[src/rtl/bbtm_pkg.sv]
package bbtm_pkg;

   localparam int NUM_BUFFERS = 32;
   localparam int IDX_W       = $clog2(NUM_BUFFERS);
   localparam int FC_W        = $clog2(NUM_BUFFERS + 1);
   localparam int CNT_W       = 8;
   localparam logic [CNT_W-1:0] COUNT_MAX = '1;

   typedef enum logic [1:0] {
      KIND_GET     = 2'd0,
      KIND_RELEASE = 2'd1,
      KIND_PIN     = 2'd2,
      KIND_UNPIN   = 2'd3
   } kind_type;

   typedef enum logic [1:0] {
      ST_OK       = 2'd0,
      ST_MISS     = 2'd1,
      ST_NOFREE   = 2'd2,
      ST_UNLISTED = 2'd3
   } status_type;

   typedef enum logic [2:0] {
      S_IDLE,
      S_MATCH,
      S_SEL,
      S_POP,
      S_RD
   } state_type;

   typedef logic [IDX_W-1:0] idx_type;
   typedef logic [CNT_W-1:0] cnt_type;

endpackage

[src/rtl/bbtm_if.sv]
interface bbtm_req_if
   import bbtm_pkg::*;
();
   logic        valid;
   logic        ready;
   kind_type    kind;
   logic [7:0]  device;
   logic [31:0] block_number;
   logic [4:0]  buffer_index;

   modport source (output valid, kind, device, block_number, buffer_index, input ready);
   modport sink   (input valid, kind, device, block_number, buffer_index, output ready);
endinterface

interface bbtm_rsp_if
   import bbtm_pkg::*;
();
   logic        valid;
   logic        ready;
   logic [4:0]  result_buffer;
   status_type  status;
   logic [7:0]  reference_count;

   modport source (output valid, result_buffer, status, reference_count, input ready);
   modport sink   (input valid, result_buffer, status, reference_count, output ready);
endinterface

[src/rtl/block_buffer_tag_manager_unit.sv]
// block buffer tag manager
// req channel carries get, release, pin and unpin requests; rsp channel returns
// one result per request: buffer, status and reference count after the request.
// one request is worked on at a time. steps from accept to rsp valid:
//   get hit: tag compare, match select, count memory read
//   get miss: tag compare, match select, free stack memory read
//   get with no free buffer: tag compare, match select
//   release, pin, unpin: count memory read
// with rsp ready the next request is taken in the cycle after the result is loaded.
// the counts and the free stack sit in single port synchronous memories; for
// release, pin and unpin the count read-modify-write sets the per request time.
// a new request is taken as soon as the previous one has been written to the
// output register, even if that result is still waiting on rsp.
// if rsp stalls with a result pending, the next request finishes its work
// and then holds until the output register frees up.
// reset (synchronous) empties the pool: nothing listed, all counts zero and the
// free stack full with buffer NUM_BUFFERS-1 on top. no clearing pass is needed.
module block_buffer_tag_manager_unit
   import bbtm_pkg::*;
(
   input  logic          clock,
   input  logic          reset,
   bbtm_req_if.sink      req,
   bbtm_rsp_if.source    rsp
);

   state_type   state_ff, state_in;
   kind_type    kind_ff;
   logic [7:0]  dev_ff;
   logic [31:0] blk_ff;
   logic [4:0]  bidx_ff;
   idx_type     idx_ff, idx_in;
   logic        oor_ff;

   logic [NUM_BUFFERS-1:0] match_ff;
   logic [NUM_BUFFERS-1:0] listed_ff;
   logic [NUM_BUFFERS-1:0] valid_ff;
   logic [NUM_BUFFERS-1:0] cvld_ff;
   logic [NUM_BUFFERS-1:0] swr_ff;
   logic [7:0]             tag_dev_ff [NUM_BUFFERS];
   logic [31:0]            tag_blk_ff [NUM_BUFFERS];
   logic [FC_W-1:0]        free_cnt_ff;
   idx_type                stk_addr_ff;

   cnt_type cnt_mem [NUM_BUFFERS];
   cnt_type cnt_q;
   idx_type stk_mem [NUM_BUFFERS];
   idx_type stk_q;

   logic        rsp_valid_ff;
   logic [4:0]  rsp_buf_ff, rsp_buf_in;
   status_type  rsp_st_ff, rsp_st_in;
   cnt_type     rsp_cnt_ff, rsp_cnt_in;
   logic        out_load;

   logic    cnt_re, cnt_we, stk_re, stk_we;
   idx_type cnt_ra, cnt_wa, stk_ra, stk_wa, stk_wd;
   cnt_type cnt_wd;
   logic    alloc, list_clr, valid_set, fc_inc, fc_dec;
   idx_type upd_idx;

   logic    accept, out_free, hit;
   idx_type enc, pop_idx;
   cnt_type cur_cnt, inc_cnt, dec_cnt;

   assign accept   = req.valid && req.ready;
   assign out_free = !rsp_valid_ff || rsp.ready;
   assign hit      = |match_ff;
   assign pop_idx  = swr_ff[stk_addr_ff] ? stk_q : stk_addr_ff;
   assign cur_cnt  = cvld_ff[idx_ff] ? cnt_q : '0;
   assign inc_cnt  = (cur_cnt == COUNT_MAX) ? cur_cnt : cur_cnt + 1'b1;
   assign dec_cnt  = (cur_cnt == '0) ? cur_cnt : cur_cnt - 1'b1;

   always_comb begin
      enc = '0;
      for (int i = NUM_BUFFERS - 1; i >= 0; i--) begin
         if (match_ff[i]) begin
            enc = IDX_W'(i);
         end
      end
   end

   always_comb begin
      state_in   = state_ff;
      idx_in     = idx_ff;
      req.ready  = 1'b0;
      cnt_re     = 1'b0;
      cnt_ra     = '0;
      cnt_we     = 1'b0;
      cnt_wa     = idx_ff;
      cnt_wd     = '0;
      stk_re     = 1'b0;
      stk_ra     = IDX_W'(free_cnt_ff - 1'b1);
      stk_we     = 1'b0;
      stk_wa     = IDX_W'(free_cnt_ff);
      stk_wd     = idx_ff;
      alloc      = 1'b0;
      list_clr   = 1'b0;
      valid_set  = 1'b0;
      fc_inc     = 1'b0;
      fc_dec     = 1'b0;
      upd_idx    = idx_ff;
      out_load   = 1'b0;
      rsp_buf_in = 5'(idx_ff);
      rsp_st_in  = ST_OK;
      rsp_cnt_in = '0;
      unique case (state_ff)
         S_IDLE: begin
            req.ready = 1'b1;
            if (req.valid) begin
               if (req.kind == KIND_GET) begin
                  state_in = S_MATCH;
               end else begin
                  idx_in   = IDX_W'(req.buffer_index);
                  cnt_re   = 1'b1;
                  cnt_ra   = IDX_W'(req.buffer_index);
                  state_in = S_RD;
               end
            end
         end
         S_MATCH: begin
            state_in = S_SEL;
         end
         S_SEL: begin
            if (hit) begin
               idx_in   = enc;
               cnt_re   = 1'b1;
               cnt_ra   = enc;
               state_in = S_RD;
            end else if (free_cnt_ff == '0) begin
               if (out_free) begin
                  out_load   = 1'b1;
                  rsp_buf_in = '0;
                  rsp_st_in  = ST_NOFREE;
                  rsp_cnt_in = '0;
                  state_in   = S_IDLE;
               end
            end else begin
               stk_re   = 1'b1;
               state_in = S_POP;
            end
         end
         S_POP: begin
            if (out_free) begin
               alloc      = 1'b1;
               upd_idx    = pop_idx;
               cnt_we     = 1'b1;
               cnt_wa     = pop_idx;
               cnt_wd     = cnt_type'(1);
               fc_dec     = 1'b1;
               out_load   = 1'b1;
               rsp_buf_in = 5'(pop_idx);
               rsp_st_in  = ST_MISS;
               rsp_cnt_in = cnt_type'(1);
               state_in   = S_IDLE;
            end
         end
         S_RD: begin
            if (out_free) begin
               out_load = 1'b1;
               state_in = S_IDLE;
               if (oor_ff) begin
                  rsp_buf_in = bidx_ff;
                  rsp_st_in  = ST_UNLISTED;
                  rsp_cnt_in = '0;
               end else begin
                  unique case (kind_ff)
                     KIND_GET: begin
                        rsp_st_in  = valid_ff[idx_ff] ? ST_OK : ST_MISS;
                        cnt_we     = 1'b1;
                        cnt_wd     = inc_cnt;
                        valid_set  = 1'b1;
                        rsp_cnt_in = inc_cnt;
                     end
                     KIND_RELEASE: begin
                        if (!listed_ff[idx_ff]) begin
                           rsp_st_in  = ST_UNLISTED;
                           rsp_cnt_in = cur_cnt;
                        end else begin
                           cnt_we     = 1'b1;
                           cnt_wd     = dec_cnt;
                           rsp_cnt_in = dec_cnt;
                           if (dec_cnt == '0 && free_cnt_ff < FC_W'(NUM_BUFFERS)) begin
                              list_clr = 1'b1;
                              stk_we   = 1'b1;
                              fc_inc   = 1'b1;
                           end
                        end
                     end
                     KIND_PIN: begin
                        cnt_we     = 1'b1;
                        cnt_wd     = inc_cnt;
                        rsp_cnt_in = inc_cnt;
                     end
                     KIND_UNPIN: begin
                        cnt_we     = 1'b1;
                        cnt_wd     = dec_cnt;
                        rsp_cnt_in = dec_cnt;
                     end
                     default: begin
                        rsp_cnt_in = cur_cnt;
                     end
                  endcase
               end
            end
         end
         default: begin
            state_in = S_IDLE;
         end
      endcase
   end

   always_ff @(posedge clock) begin
      if (reset) begin
         state_ff     <= S_IDLE;
         rsp_valid_ff <= 1'b0;
         listed_ff    <= '0;
         valid_ff     <= '0;
         cvld_ff      <= '0;
         swr_ff       <= '0;
         free_cnt_ff  <= FC_W'(NUM_BUFFERS);
      end else begin
         state_ff <= state_in;
         if (out_load) begin
            rsp_valid_ff <= 1'b1;
         end else if (rsp.ready) begin
            rsp_valid_ff <= 1'b0;
         end
         if (alloc) begin
            listed_ff[upd_idx] <= 1'b1;
            valid_ff[upd_idx]  <= 1'b1;
         end
         if (valid_set) begin
            valid_ff[upd_idx] <= 1'b1;
         end
         if (list_clr) begin
            listed_ff[upd_idx] <= 1'b0;
         end
         if (cnt_we) begin
            cvld_ff[cnt_wa] <= 1'b1;
         end
         if (stk_we) begin
            swr_ff[stk_wa] <= 1'b1;
         end
         if (fc_inc) begin
            free_cnt_ff <= free_cnt_ff + 1'b1;
         end else if (fc_dec) begin
            free_cnt_ff <= free_cnt_ff - 1'b1;
         end
      end
   end

   always_ff @(posedge clock) begin
      if (accept) begin
         kind_ff <= req.kind;
         dev_ff  <= req.device;
         blk_ff  <= req.block_number;
         bidx_ff <= req.buffer_index;
         oor_ff  <= (req.kind != KIND_GET) && (int'(req.buffer_index) >= NUM_BUFFERS);
      end
      idx_ff <= idx_in;
      if (stk_re) begin
         stk_addr_ff <= stk_ra;
      end
      for (int i = 0; i < NUM_BUFFERS; i++) begin
         match_ff[i] <= listed_ff[i] && (tag_dev_ff[i] == dev_ff) && (tag_blk_ff[i] == blk_ff);
      end
      if (alloc) begin
         tag_dev_ff[upd_idx] <= dev_ff;
         tag_blk_ff[upd_idx] <= blk_ff;
      end
      if (out_load) begin
         rsp_buf_ff <= rsp_buf_in;
         rsp_st_ff  <= rsp_st_in;
         rsp_cnt_ff <= rsp_cnt_in;
      end
   end

   // count memory
   always_ff @(posedge clock) begin
      if (cnt_we) begin
         cnt_mem[cnt_wa] <= cnt_wd;
      end
      if (cnt_re) begin
         cnt_q <= cnt_mem[cnt_ra];
      end
   end

   // free stack memory
   always_ff @(posedge clock) begin
      if (stk_we) begin
         stk_mem[stk_wa] <= stk_wd;
      end
      if (stk_re) begin
         stk_q <= stk_mem[stk_ra];
      end
   end

   assign rsp.valid           = rsp_valid_ff;
   assign rsp.result_buffer   = rsp_buf_ff;
   assign rsp.status          = rsp_st_ff;
   assign rsp.reference_count = rsp_cnt_ff;

endmodule

[src/flat_wrapper.sv]
// flat-port wrapper written by rule: the top's interface ports become plain ports
module block_buffer_tag_manager_unit_flat import bbtm_pkg::*;
  (clock, reset, req_valid, req_kind, req_device, req_block_number, req_buffer_index, req_ready, rsp_valid, rsp_result_buffer, rsp_status, rsp_reference_count, rsp_ready);
  bbtm_req_if req_i ();
  bbtm_rsp_if rsp_i ();
  input  logic clock;
  input  logic reset;
  input wire logic [$bits(req_i.valid)-1:0] req_valid;
  input wire logic [$bits(req_i.kind)-1:0] req_kind;
  input wire logic [$bits(req_i.device)-1:0] req_device;
  input wire logic [$bits(req_i.block_number)-1:0] req_block_number;
  input wire logic [$bits(req_i.buffer_index)-1:0] req_buffer_index;
  output wire logic [$bits(req_i.ready)-1:0] req_ready;
  output wire logic [$bits(rsp_i.valid)-1:0] rsp_valid;
  output wire logic [$bits(rsp_i.result_buffer)-1:0] rsp_result_buffer;
  output wire logic [$bits(rsp_i.status)-1:0] rsp_status;
  output wire logic [$bits(rsp_i.reference_count)-1:0] rsp_reference_count;
  input wire logic [$bits(rsp_i.ready)-1:0] rsp_ready;
  assign req_i.valid = req_valid;
  assign req_i.kind = req_kind;
  assign req_i.device = req_device;
  assign req_i.block_number = req_block_number;
  assign req_i.buffer_index = req_buffer_index;
  assign req_ready = req_i.ready;
  assign rsp_valid = rsp_i.valid;
  assign rsp_result_buffer = rsp_i.result_buffer;
  assign rsp_status = rsp_i.status;
  assign rsp_reference_count = rsp_i.reference_count;
  assign rsp_i.ready = rsp_ready;
  block_buffer_tag_manager_unit u_core (.clock(clock), .reset(reset), .req(req_i), .rsp(rsp_i));
endmodule
[config.mk]
export PLATFORM = sky130hd
export DESIGN_NAME = block_buffer_tag_manager_unit_flat
export DESIGN_NICKNAME = d
export VERILOG_FILES = /design/src/rtl/bbtm_pkg.sv /design/src/rtl/bbtm_if.sv /design/src/rtl/block_buffer_tag_manager_unit.sv /design/src/flat_wrapper.sv
export SDC_FILE = /design/constraint.sdc
export NUM_CORES = 2
export LEC_CHECK = 0
export BUFFER_PORTS_ARGS = -buffer_cell sky130_fd_sc_hd__clkbuf_2
export CAP_MARGIN = 20
export CORE_AREA = 2 2 310 465
export DETAILED_ROUTE_END_ITERATION = 8
export DIE_AREA = 0 0 312 467
export HOLD_SLACK_MARGIN = 0.12
export MAX_ROUTING_LAYER = met4
export PLACE_DENSITY = 0.75
export SLEW_MARGIN = 5
export SYNTH_ARGS = -nofsm -noshare
export SYNTH_HDL_FRONTEND = slang
export SYNTH_SLANG_ARGS = --single-unit
export TNS_END_PERCENT = 30
[constraint.sdc]
create_clock -name clock -period 6.48 [get_ports clock]
set_input_delay 0.972 -clock clock [delete_from_list [all_inputs] [get_ports clock]]
set_output_delay 0.972 -clock clock [all_outputs]
set_load 0.05 [all_outputs]
==> results by group <==
STA
  – Max Transition Viols Final: 0
  – Worst clock skew: 40.61 ps
  – Setup TNS: 0 ps
  – Max_slew headroom: 0.2118
  – Worst slew pin tran: 1178 ps
  – Setup violators final: 0
  – Final min period: 5410 ps
  – FMAX: ~180 MHz
  – RSZ-0062 raised after global routing: no
  – Final worst-path cycle share: 0.8349
  – Final Hold Fails: 0

Floorplan
  – I/O Pins: ~70
  – Initial Util: 0.5679
  – Die area: between 100000 and 150000 um2
  – DIE HEIGHT: around 470 um
  – # rows: ~170
  – Area of the core: 141300 um2
  – Die X: ~310 um

Cells and area
  – Final core occ: 0.6359
  – FF/Latch Area: roughly 57000 um2
  – Layout cell share with drive strength beyond 1: 0.1254
  – Area of the multi-input gates: between 20000 and 25000 um2
  – Layout area overhead: 11.97%
  – Layout fillers: 9910
  – Total Nets Final: 5306

Setup path
  – Register-to-Register Path Depth: 12
  – Critical path startpoint category: register
  – Crit path buffers/inverters: 2
  – Crit Path Category: register to register
  – Crit path DAT: between 5000 and 6000 ps
  – Setup crit end kind: register
  – Worst path top cell family by delay: simple AND/OR/NAND/NOR gates
  – Crit path from: u_core.idx_ff[3]
  – Largest stage delay, worst path: 780 ps
  – Worst r2r dst: u_core.stk_mem[24][4]
  – Slowest CP cell: edfxtp_1
  – Worst-path fanout max: 36
  – Most frequent CP cell: and2_1
  – RR Startpoint: u_core.idx_ff[3]
  – Critical path depth: 12
  – Worst Path Required: between 6000 and 7000 ps
  – Setup crit end: u_core.stk_mem[24][4]
  – R2R Setup Slk: roughly 1100 ps
  – CP cell instances: buf_4, a311oi_1, nand3_1, nand4_1, and2_1, inv_1, ha_1, a21boi_0, o211ai_1, nor4_4, and2_1, and3_1

Synthesis
  – Yosys warns: 0
  – Seq cells post-synth: 1946
  – Cells after synthesis: between 5000 and 6000
  – Syn nets: ~5100
  – Syn Area/Cell: 15.79 um2
  – Simple-gate share of the synthesized area: 0.06199
  – Ys async rst share: 0
  – Part of the Yosys area used for sequential elements: 0.7073
  – Post-synthesis compound-gate area fraction: 0.03779
  – Post-synth EDFFs: ~1800
  – Largest family of logic cells by synthesized area: XOR/XNOR gates
  – Synthesized area: between 80000 and 90000 um2
  – Synth Area in XOR/XNOR: 0.1380
  – Synth Area in Adders: 0.001092
  – Commonest register cell after synthesis: edfxtp_1
  – Post-synthesis mux area share: 0.03873
  – Netlist cell types: 73

Detailed routing
  – Vias: between 40000 and 50000
  – Router iterations before antenna repair: 5
  – DRT iter0 DRCs: around 5100
  – Remaining antenna violation count: 0
  – Final wirelength: between 200 and 250 mm
  – Drt drc: 0
  – Routed wire per std cell: 28.65 um
  – Via-to-Cell Ratio: slightly above 6

Global routing
  – Total grt overflow: 0
  – Initial antenna violation count: 3
  – Largest net degree at the start of global routing: 73
  – Vias in the first global route: between 40000 and 50000
  – Global-route wire length before repair: ~300 mm
  – Gr usage total: 0.2945

Min path
  – Hold Crit Class: input pin to register

Job
  – Max-cap viol count: 0

Clocking
  – Worst-Skew Late Latency: a little over 800 ps
  – Clk buf depth: 3
  – CTS tree: done
  – Setup bufs post-CTS: 0
  – CTS Sinks: about 1900
  – Root buffer cell: clkbuf_16
  – CTS Hold Buffers Added: 0
  – Total CTS buffers: around 170
  – Post-cts repair resize count: 0
  – H-tree depth: 4
  – Clock-pin slew on the worst setup and hold paths: around 60 ps

Placement
  – Final Wtd Congestion: between 0.9 and 1
  – # port buffers: 67
  – DPL Wire Length: approximately 130 mm

Power and ir drop
  – P_leak: ~29 nW
  – Power Density: about 290 nW/um2
  – Peak supply drop: approximately 270 uV

Status
  – Status: finished, final reports clean
## logic make-up after synthesis
| group | Yosys count |
|---|---|
| AO/OA/AOI/OAI | 430 |
| XOR/XNOR | 1264 |
| adder cells (fa/ha/maj) | 7 |
| buffers and inverters | 316 |
| flip-flops | 1946 |
| multiplexers | 191 |
| AND/OR/NAND/NOR | 925 |
## synthesized netlist by cell type, types with 15 or more instances
library cell  number  area share
and3_1            33      0.0026
nand3_1           90      0.0056
a211oi_1          42      0.0039
clkbuf_1         154      0.0072
a21oi_1          102      0.0064
buf_1             84      0.0039
a221oi_1          20      0.0022
a22oi_1           26      0.0024
nor4_1           199       0.016
nor3_1            25      0.0016
or4_1             29      0.0027
nand4_1          171       0.013
o2bb2ai_1         23      0.0025
mux2i_1           82       0.010
xor2_1           638       0.070
nor2_1           211      0.0099
inv_1             58      0.0027
o21a_1            43      0.0040
xnor2_1          626       0.068
buf_2             17      0.0011
o21ai_0           37      0.0023
nand2_1          101      0.0047
edfxtp_1        1776        0.66
mux2_2            15      0.0021
dfxtp_1          170       0.042
mux4_2            93       0.026
## power by group
group	leakage, nW	total [mW]	internal, mW	switching (mW)
clock network	2.72	10.1	5.63	4.52
logic	8.86	2.14	0.655	1.48
registers	17.4	14.0	13.8	0.112
## area by class of cell
class / count / area share
diodes: 1 / 0.00002786
clock buffers: 236 / 0.05360
clock inverters: 80 / 0.008386
inverters: 59 / 0.002466
multi-input cells: 2817 / 0.2517
flip-flops and latches: 1946 / 0.6317
well taps: 1881 / 0.02620
repair buffers: 251 / 0.02599
## worst reg2reg max path, stage by stage, from the launching register on
cell,delay [ps]
edfxtp_1,780
buf_4,500
a311oi_1,170
nand3_1,140
nand4_1,360
and2_1,360
inv_1,90
ha_1,350
a21boi_0,360
o211ai_1,180
nor4_4,570
and2_1,780
and3_1,450
## layout by cell type, fill, tap and decap left out, types with 29 or more instances in the layout
master     instances
a211oi_1          41
dfxtp_1          169
nand4_1          171
nor2_1           175
nor4_1           199
edfxtp_1        1776
inv_1             57
buf_4            132
nand3_1           90
nand2_1          101
buf_12            48
xnor2_1          625
nor2_4            36
and3_1            33
or4_1             29
mux4_2            93
xor2_1           638
clkbuf_2          68
o21a_1            43
o21ai_0           35
a21oi_1           98
mux2i_1           82
clkbuf_1          42
clkbuf_16        178
## routing by layer
layer  up-vias  track usage  share of wire
met4         0       0.1657          0.065
met2      2135       0.4918           0.50
met1     22970       0.3458           0.36
met5         -            -              0
met3       537      0.03973          0.070
li1      19420            -              -
## how the worst min path moves through the flow
stage	from	end	slack [ps]	depth (start not counted)
finish	req_device[6]	u_core.dev_ff[6]	330	1
detailed placement	u_core.swr_ff[19]	u_core.swr_ff[19]	440	2
global placement	u_core.valid_ff[17]	u_core.valid_ff[17]	440	2
global route	req_block_number[25]	u_core.blk_ff[25]	300	1
CTS	req_block_number[18]	u_core.blk_ff[18]	270	1
floorplan	u_core.swr_ff[11]	u_core.swr_ff[11]	420	2
## flip-flops by register name (all words and copies together), names as in the netlist, 6 cells and up
| register | flops |
|---|---|
| u_core.tag_blk_ff | 1024 |
| u_core.cnt_mem | 256 |
| u_core.tag_dev_ff | 256 |
| u_core.stk_mem | 160 |
| u_core.blk_ff | 32 |
| u_core.cvld_ff | 32 |
| u_core.listed_ff | 32 |
| u_core.match_ff | 32 |
| u_core.swr_ff | 32 |
| u_core.valid_ff | 32 |
| u_core.cnt_q | 8 |
| u_core.dev_ff | 8 |
| u_core.rsp.reference_count | 8 |
| u_core.free_cnt_ff | 6 |
## stage by stage
| stage | hold slack, ps | setup slack, ps | power [mW] | cells | instance area, um2 |
|---|---|---|---|---|---|
| CTS | 274.0 | 1120 | 26.34 | 7251 | 89480 |
| global placement | 443.7 | 1222 | 16.30 | 6930 | 83870 |
| finish | 330.2 | 1070 | 26.24 | 7271 | 89820 |
| detailed placement | 442.2 | 1157 | 16.35 | 6935 | 83920 |
| floorplan | 422.3 | 147.2 | 15.44 | 5079 | 80220 |
| global route | 299.8 | 661.8 | 26.92 | 7271 | 89820 |
Power figures use the tool's default switching activity.
